[config.mk]
export PLATFORM = sky130hd
export DESIGN_NAME = mml_sequence_event_decoder
export DESIGN_NICKNAME = d
export VERILOG_FILES = /design/src/mmlsed_pkg.sv /design/src/mml_sequence_event_decoder.sv /design/src/mmlsed_core.sv
export SDC_FILE = /design/constraint.sdc
export NUM_CORES = 1
export LEC_CHECK = 0
export BUFFER_PORTS_ARGS = -buffer_cell sky130_fd_sc_hd__buf_2
export CAP_MARGIN = 10
export CORE_ASPECT_RATIO = 1.75
export CORE_MARGIN = 3
export CORE_UTILIZATION = 60
export DETAILED_ROUTE_END_ITERATION = 8
export GPL_TIMING_DRIVEN = 0
export PLACE_DENSITY = 0.77
export SETUP_SLACK_MARGIN = 0.02
export SLEW_MARGIN = 5
export SYNTH_ARGS = -nofsm -noshare
export SYNTH_HDL_FRONTEND = slang
export SYNTH_SLANG_ARGS = --single-unit
[constraint.sdc]
create_clock -name clk -period 9.4 [get_ports clk]
set_input_delay 0.47 -clock clk [delete_from_list [all_inputs] [get_ports clk]]
set_output_delay 0.47 -clock clk [all_outputs]
set_load 0.005 [all_outputs]
[src/mmlsed_pkg.sv]
// shared types, opcodes and event codes of the sequence event decoder
package mmlsed_pkg;

  localparam logic [7:0] OP_END      = 8'hFF;
  localparam logic [7:0] OP_GATE     = 8'hF2;
  localparam logic [7:0] OP_DEFLEN   = 8'hF3;
  localparam logic [7:0] OP_TEMPO    = 8'hF4;
  localparam logic [7:0] OP_TONE     = 8'hF5;
  localparam logic [7:0] OP_VOLUME   = 8'hF9;
  localparam logic [7:0] OP_REPEAT   = 8'hF8;
  localparam logic [7:0] OP_SKIP2_A  = 8'hF1;
  localparam logic [7:0] OP_SKIP2_B  = 8'hFB;
  localparam logic [7:0] OP_SKIP3_A  = 8'hF6;
  localparam logic [7:0] OP_SKIP3_B  = 8'hFE;
  localparam logic [7:0] OP_SKIP1_A  = 8'hF7;
  localparam logic [7:0] OP_SKIP1_B  = 8'hFA;
  localparam logic [7:0] OP_SKIP1_C  = 8'hFC;
  localparam logic [7:0] OP_SKIP1_D  = 8'hFD;

  localparam logic [7:0] KEY_MAX      = 8'h60;
  localparam logic [7:0] KEY_REST     = 8'h70;
  localparam logic [6:0] KEY_REST7    = 7'h70;
  localparam logic [7:0] FULL_LO      = 8'h80;
  localparam logic [7:0] FULL_HI      = 8'hE0;
  localparam logic [7:0] GATE_RESET   = 8'd8;
  localparam logic [7:0] DEFLEN_RESET = 8'd48;
  localparam logic [31:0] TICKS_MAX   = 32'hFFFF_FFFF;

  typedef enum logic [3:0] {
    PH_IDLE = 4'b0001,
    PH_SKIP = 4'b0010,
    PH_ARG  = 4'b0100,
    PH_LEN  = 4'b1000
  } phase_t;

  typedef enum logic [1:0] {
    EV_PASS = 2'd0,
    EV_REST = 2'd1,
    EV_NOTE = 2'd2,
    EV_END  = 2'd3
  } event_kind_t;

  typedef struct packed {
    logic [1:0]  event_kind;
    logic [7:0]  command_code;
    logic [7:0]  value_byte;
    logic [7:0]  length_total;
    logic [7:0]  length_on;
    logic [7:0]  length_off;
    logic [31:0] stream_ticks;
    logic        stream_silent;
  } result_t;

endpackage

[src/mml_sequence_event_decoder.sv]
// top level: input register, decode core and result register
//
//   channel   handshake                   payload
//   stream    stream_valid/stream_ready   stream_byte
//   event     event_valid/event_ready     event_kind .. stream_silent
//
// one byte per cycle while no result waits unread: a byte sits in the input
// register while the core decodes it, and any result it yields is captured in
// the result register as the byte leaves the input register, raising event_valid
// the input register keeps taking bytes while a result waits, until it fills
// synchronous reset returns the parser to idle with gate 8 and length 48
module mml_sequence_event_decoder import mmlsed_pkg::*; (
  input  logic        clk,
  input  logic        rst,
  input  logic        stream_valid,
  output logic        stream_ready,
  input  logic [7:0]  stream_byte,
  output logic        event_valid,
  input  logic        event_ready,
  output logic [1:0]  event_kind,
  output logic [7:0]  command_code,
  output logic [7:0]  value_byte,
  output logic [7:0]  length_total,
  output logic [7:0]  length_on,
  output logic [7:0]  length_off,
  output logic [31:0] stream_ticks,
  output logic        stream_silent
);

  logic       in_full;
  logic [7:0] in_byte;
  logic       advance;
  logic       res_valid;
  result_t    res;
  result_t    out_res;

  assign advance      = in_full && (!event_valid || event_ready);
  assign stream_ready = !in_full || advance;

  // input register
  always_ff @(posedge clk) begin
    if (rst) begin
      in_full <= 1'b0;
    end else if (stream_ready) begin
      in_full <= stream_valid;
    end
  end

  always_ff @(posedge clk) begin
    if (stream_valid && stream_ready) begin
      in_byte <= stream_byte;
    end
  end

  mmlsed_core u_core (
    .clk        (clk),
    .rst        (rst),
    .item_valid (advance),
    .item_byte  (in_byte),
    .res_valid  (res_valid),
    .res        (res)
  );

  // result register
  always_ff @(posedge clk) begin
    if (rst) begin
      event_valid <= 1'b0;
    end else if (advance && res_valid) begin
      event_valid <= 1'b1;
    end else if (event_ready) begin
      event_valid <= 1'b0;
    end
  end

  always_ff @(posedge clk) begin
    if (advance && res_valid) begin
      out_res <= res;
    end
  end

  assign event_kind    = out_res.event_kind;
  assign command_code  = out_res.command_code;
  assign value_byte    = out_res.value_byte;
  assign length_total  = out_res.length_total;
  assign length_on     = out_res.length_on;
  assign length_off    = out_res.length_off;
  assign stream_ticks  = out_res.stream_ticks;
  assign stream_silent = out_res.stream_silent;

endmodule

[src/mmlsed_core.sv]
// parser state and per-byte decode of one channel command stream
module mmlsed_core import mmlsed_pkg::*; (
  input  logic       clk,
  input  logic       rst,
  input  logic       item_valid,
  input  logic [7:0] item_byte,
  output logic       res_valid,
  output result_t    res
);

  phase_t      phase, phase_next;
  logic [1:0]  skip_left, skip_left_next;
  logic [7:0]  pending_opcode, pending_opcode_next;
  logic [6:0]  pending_key, pending_key_next;
  logic        pending_full, pending_full_next;
  logic [7:0]  gate_ratio, gate_ratio_next;
  logic [7:0]  default_length, default_length_next;
  logic [6:0]  last_key, last_key_next;
  logic [31:0] tick_sum, tick_sum_next;
  logic        silent_flag, silent_flag_next;

  logic [7:0]  total, prod8, prod_min, on_len, off_len;
  logic [12:0] prod;
  logic [32:0] sum_wide;
  logic        end_hit;

  // note length math
  always_comb begin
    total    = (item_byte != 8'd0) ? item_byte : default_length;
    prod     = 13'(total[7:3]) * 13'(gate_ratio);
    prod8    = prod[7:0];
    prod_min = (prod8 == 8'd0) ? 8'd1 : prod8;
    if (total == 8'd1) begin
      on_len = 8'd1;
    end else if (pending_full) begin
      on_len = total;
    end else if (gate_ratio == GATE_RESET) begin
      on_len = total - 8'd1;
    end else if (prod_min == total) begin
      on_len = prod_min - 8'd1;
    end else begin
      on_len = prod_min;
    end
    off_len  = total - on_len;
    sum_wide = {1'b0, tick_sum} + 33'(total);
  end

  assign end_hit = item_valid && (phase == PH_IDLE) && (item_byte == OP_END);

  always_comb begin
    phase_next          = phase;
    skip_left_next      = skip_left;
    pending_opcode_next = pending_opcode;
    pending_key_next    = pending_key;
    pending_full_next   = pending_full;
    gate_ratio_next     = gate_ratio;
    default_length_next = default_length;
    last_key_next       = last_key;
    tick_sum_next       = tick_sum;
    silent_flag_next    = silent_flag;
    res_valid           = 1'b0;
    res                 = '0;
    if (item_valid) begin
      case (phase)
        PH_SKIP: begin
          skip_left_next = skip_left - 2'd1;
          if (skip_left == 2'd1) begin
            phase_next = PH_IDLE;
          end
        end
        PH_ARG: begin
          phase_next = PH_IDLE;
          if (pending_opcode == OP_GATE) begin
            gate_ratio_next = item_byte + 8'd1;
          end else if (pending_opcode == OP_DEFLEN) begin
            default_length_next = item_byte;
          end else begin
            res_valid        = 1'b1;
            res.event_kind   = EV_PASS;
            res.command_code = pending_opcode;
            res.value_byte   = item_byte;
          end
        end
        PH_LEN: begin
          phase_next       = PH_IDLE;
          res_valid        = 1'b1;
          res.length_total = total;
          if (pending_key == KEY_REST7 || on_len == 8'd0) begin
            res.event_kind = EV_REST;
          end else begin
            res.event_kind   = EV_NOTE;
            res.value_byte   = {1'b0, pending_key};
            res.length_on    = on_len;
            res.length_off   = off_len;
            silent_flag_next = 1'b0;
          end
          tick_sum_next = sum_wide[32] ? TICKS_MAX : sum_wide[31:0];
        end
        default: begin
          case (item_byte)
            OP_END: begin
              res_valid           = 1'b1;
              res.event_kind      = EV_END;
              res.stream_ticks    = tick_sum;
              res.stream_silent   = silent_flag;
              phase_next          = PH_IDLE;
              skip_left_next      = 2'd0;
              pending_opcode_next = 8'd0;
              pending_key_next    = 7'd0;
              pending_full_next   = 1'b0;
              gate_ratio_next     = GATE_RESET;
              default_length_next = DEFLEN_RESET;
              last_key_next       = 7'd0;
              tick_sum_next       = 32'd0;
              silent_flag_next    = 1'b1;
            end
            OP_SKIP2_A, OP_SKIP2_B: begin
              skip_left_next = 2'd2;
              phase_next     = PH_SKIP;
            end
            OP_SKIP3_A, OP_SKIP3_B: begin
              skip_left_next = 2'd3;
              phase_next     = PH_SKIP;
            end
            OP_SKIP1_A, OP_SKIP1_B, OP_SKIP1_C, OP_SKIP1_D: begin
              skip_left_next = 2'd1;
              phase_next     = PH_SKIP;
            end
            OP_GATE, OP_DEFLEN, OP_TEMPO, OP_TONE, OP_VOLUME: begin
              pending_opcode_next = item_byte;
              phase_next          = PH_ARG;
            end
            OP_REPEAT: begin
              pending_key_next  = last_key;
              pending_full_next = 1'b0;
              phase_next        = PH_LEN;
            end
            default: begin
              if (item_byte <= KEY_MAX || item_byte == KEY_REST) begin
                pending_key_next  = item_byte[6:0];
                pending_full_next = 1'b0;
                last_key_next     = item_byte[6:0];
                phase_next        = PH_LEN;
              end else if (item_byte >= FULL_LO && item_byte <= FULL_HI) begin
                pending_key_next  = item_byte[6:0];
                pending_full_next = 1'b1;
                last_key_next     = item_byte[6:0];
                phase_next        = PH_LEN;
              end
            end
          endcase
        end
      endcase
    end
  end

  always_ff @(posedge clk) begin
    if (rst) begin
      phase          <= PH_IDLE;
      skip_left      <= 2'd0;
      pending_opcode <= 8'd0;
      pending_key    <= 7'd0;
      pending_full   <= 1'b0;
      gate_ratio     <= GATE_RESET;
      default_length <= DEFLEN_RESET;
      last_key       <= 7'd0;
      tick_sum       <= 32'd0;
      silent_flag    <= 1'b1;
    end else begin
      phase          <= phase_next;
      skip_left      <= skip_left_next;
      pending_opcode <= pending_opcode_next;
      pending_key    <= pending_key_next;
      pending_full   <= pending_full_next;
      gate_ratio     <= gate_ratio_next;
      default_length <= default_length_next;
      last_key       <= last_key_next;
      tick_sum       <= tick_sum_next;
      silent_flag    <= silent_flag_next;
    end
  end

  a_end_clears: assert property (@(posedge clk) disable iff (rst)
    end_hit |=> (tick_sum == 32'd0 && silent_flag && phase == PH_IDLE))
    else $error("end item did not clear stream state");

  a_note_split: assert property (@(posedge clk) disable iff (rst)
    (res_valid && res.event_kind == EV_NOTE) |->
      (8'(res.length_on + res.length_off) == res.length_total))
    else $error("note on and off do not add up to total");

  a_silent_rise: assert property (@(posedge clk) disable iff (rst)
    (!$past(rst) && $rose(silent_flag)) |-> $past(end_hit))
    else $error("silent flag set without end item");

  a_skip_count: assert property (@(posedge clk) disable iff (rst)
    (phase == PH_SKIP) |-> (skip_left != 2'd0))
    else $error("skip phase with no bytes left");

endmodule

==> impl_metrics.tcl <==
set metrics [dict create \
    timing.final.setup_violations 0 \
    ys.warnings.count 0 \
    report.final.slew_viol_count 0 \
    layout-drive-gt1-share 0.150 \
    category_of_the_worst_setup_path_launch_point "flip-flop" \
    holdWs_ns 0.212 \
    power.static_leakage_nw 4.33 \
    post_synthesis_cell_area_um2 9630 \
    ant_nets 0 \
    initial_core_utilization 0.620 \
    timing.max_slew.rel_slack 0.268 \
    synth-async-reset-ratio 0 \
    synth_sequential_area_ratio 0.425 \
    vias_per_cell 6.35 \
    syn_area_per_cell_um2 9.21 \
    synthesis.nets 1104 \
    drt-initial-drc-count 615 \
    clock_insertion_delay_worst_skew_ns 0.43 \
    clock_tree.buffer_depth 2 \
    synth_cell_type_count 85 \
    min_delay_worst_type "in2reg" \
    io_pins 89 \
    critical_path_required_ns 9.56 \
    finalWorstSetupSlack_ns 0.486 \
    yosys_top_cell_by_area "sky130_fd_sc_hd__edfxtp_1" \
    grt_start_max_net_pins 76 \
    gp_routability_congestion 1.00 \
    areaGrowthSynthToFinish_pct 13.7 \
    grt.overflow.total 0 \
    drt_pass1_iterations 5 \
    antenna_found_initial 0 \
    core_um2 15500 \
    ys_ff_latch 163 \
    cp.buffers_inverters 9 \
    setup_tns_ns 0 \
    routed_wire_length_per_instance_um 20.1 \
    fin_crit_ns 8.91 \
    buffer_ports.inserted 87 \
    global_route_wire_length_before_repair_um 42700 \
    timing_worst_slew_pin_value_ns 1.09 \
    dp.final_hpwl_um 20500 \
    totalPowerFinal_mw 1.66 \
    path_delay_family "adder cells" \
    clock-root-buffer "sky130_fd_sc_hd__clkbuf_16" \
    critical_path_class "reg2reg" \
    achievable-frequency_ghz 0.112 \
    outcome "finished clean" \
    clock_tree_from_tritoncts "built" \
    finalNetCount 1212 \
    vdd.ir_drop.worst_mv 0.110 \
    grt_usage 0.310 \
    timing.critical_path.fanout_max 10 \
    wirelength_um 27200 \
    post_synth_most_frequent_cells "107 x sky130_fd_sc_hd__nor2_1, 87 x sky130_fd_sc_hd__a21oi_1, 83 x sky130_fd_sc_hd__edfxtp_1, 80 x sky130_fd_sc_hd__dfxtp_1, 76 x sky130_fd_sc_hd__nand2_1" \
    fp_rows 60 \
    cts_hold_buffers_added 0 \
    grt_setup_unrepaired "false" \
    critical_path_arrival_ns 9.07 \
    synth_enable_flop_cells 83 \
    clock_skew_ns 0.0114 \
    drv.max_cap_violation_count 0 \
    drc_errors 0 \
    post-synth-top-area-fraction 0.259 \
    critical_path.max_stage_delay_ns 0.54 \
    ctsHtreeMaxLevel 4 \
    antenna_cells 0 \
    grt_pass1_vias 8393 \
    die_area_um2 17700 \
    timing_hold_violations_final 0 \
    synth_most_common_cell "sky130_fd_sc_hd__nor2_1" \
    critPathCaptureType "flip-flop" \
    synthesis.instances 1046 \
    ys.flop_type "sky130_fd_sc_hd__edfxtp_1" \
    pre_cts_setup_slack_ns -0.270 \
    slowest_cp_cell "sky130_fd_sc_hd__fa_1" \
    final_core_util 0.705 \
    cp_common_cell "sky130_fd_sc_hd__ha_1" \
    cts-buffers-inserted 17 \
    route.vias.total 8588 \
    cts_num_sinks 163 \
    cts.clk_slew.worst_paths_ns 0.07 \
    die_w_um 102 \
    power_density_nw_per_um2 152 \
    layout_worst_path_cycle_share 0.948 \
    synth_top_cells_by_area "sky130_fd_sc_hd__edfxtp_1 26%, sky130_fd_sc_hd__dfxtp_1 17%, sky130_fd_sc_hd__a21oi_1 4.5%, sky130_fd_sc_hd__ha_1 4.3%, sky130_fd_sc_hd__nor2_1 4.2%" \
    chipHeight_um 174 \
]
[final cells by class]
class,count,area [um^2]
multi-input cells,777,5120
fillers,1252,4580
flip-flops and latches,163,4090
repair buffers,89,450
clock buffers,18,439
plain buffers,56,269
well taps,186,233
inverters,50,191
clock inverters,14,163
[per-stage QoR]
stage	area, um^2	cells
after detailed placement	10300	1319
after floorplan	9630	1046
after global routing	11000	1353
after CTS	10900	1351
after global placement	10300	1319
final	11000	1353
[what timing repair did]
action | CTS | global route
buffers inserted | 0 | 2
gates resized for setup | 2 | 11
pin swaps | 0 | 0
setup endpoints to repair | 3 | 3
[sequential cells by signal, indices dropped and copies added (netlist names), 8 cells and up]
signal / cells
command_code: 8
in_byte: 8
length_off: 8
length_on: 8
length_total: 8
stream_ticks: 32
u_core.default_length: 8
u_core.gate_ratio: 8
u_core.pending_opcode: 8
u_core.tick_sum: 32
value_byte: 8
[layer usage]
metal / global-route usage / share of wire / vias to the layer above
li1: - / - / 4021
met1: 0.328 / 0.35 / 4052
met2: 0.561 / 0.54 / 411
met3: 0.0507 / 0.061 / 104
met4: 0.176 / 0.054 / 0
met5: 0 / 0 / -
[report_power, final]
group	internal (mW)	switching, mW	total [mW]
Combinational	0.0712	0.129	0.200
Clock	0.386	0.320	0.706
Sequential	0.750	0.00678	0.757
Total	1.21	0.456	1.66
[worst paths after layout]
kind / from / endpoint / slack [ns] / depth (start not counted)
max: in_byte[1]$_DFFE_PP_ / length_off[7]$_SDFFCE_PP0P_ / 0.49 / 31
min: stream_byte[4] / in_byte[4]$_DFFE_PP_ / 0.21 / 1
max reg2reg: in_byte[1]$_DFFE_PP_ / length_off[7]$_SDFFCE_PP0P_ / 0.49 / 31
min reg2reg: u_core.tick_sum[7]$_SDFFE_PP0P_ / u_core.tick_sum[7]$_SDFFE_PP0P_ / 0.47 / 2
[layout by cell type, fill, tap and decap left out, types with 7 or more instances in the layout]
cell                        count
sky130_fd_sc_hd__buf_2         91
sky130_fd_sc_hd__or3_1         12
sky130_fd_sc_hd__ha_1          33
sky130_fd_sc_hd__nor2_1       107
sky130_fd_sc_hd__inv_1         42
sky130_fd_sc_hd__dfxtp_1       80
sky130_fd_sc_hd__nor3_1        22
sky130_fd_sc_hd__nand2_1       76
sky130_fd_sc_hd__a211oi_1      12
sky130_fd_sc_hd__o21ai_0       56
sky130_fd_sc_hd__edfxtp_1      83
sky130_fd_sc_hd__xnor2_1       25
sky130_fd_sc_hd__nand4_1       10
sky130_fd_sc_hd__nor4_1         9
sky130_fd_sc_hd__nand3_1       43
sky130_fd_sc_hd__a31oi_1       22
sky130_fd_sc_hd__and3_1        10
sky130_fd_sc_hd__a21o_1         7
sky130_fd_sc_hd__o211ai_1      10
sky130_fd_sc_hd__or4_1         11
sky130_fd_sc_hd__clkbuf_1      40
sky130_fd_sc_hd__fa_1          13
sky130_fd_sc_hd__clkbuf_16     17
sky130_fd_sc_hd__a21oi_1       87
sky130_fd_sc_hd__a22oi_1       15
sky130_fd_sc_hd__nand2b_1       9
sky130_fd_sc_hd__and2_1        60
sky130_fd_sc_hd__nor2b_1        7
sky130_fd_sc_hd__mux2i_1       12
[kinds of logic (layout without fill, tap and decap cells)]
| logic type | after synthesis | count (layout) | share of synthesized area |
|---|---|---|---|
| AO/OA/AOI/OAI | 273 | 273 | 0.184 |
| XOR/XNOR | 34 | 34 | 0.0366 |
| adder cells (fa/ha/maj) | 46 | 46 | 0.0699 |
| buffers and inverters | 106 | 227 | 0.0471 |
| flip-flops | 163 | 163 | 0.425 |
| multiplexers | 13 | 13 | 0.0136 |
| AND/OR/NAND/NOR | 411 | 411 | 0.224 |
Power figures use the tool's default switching activity.
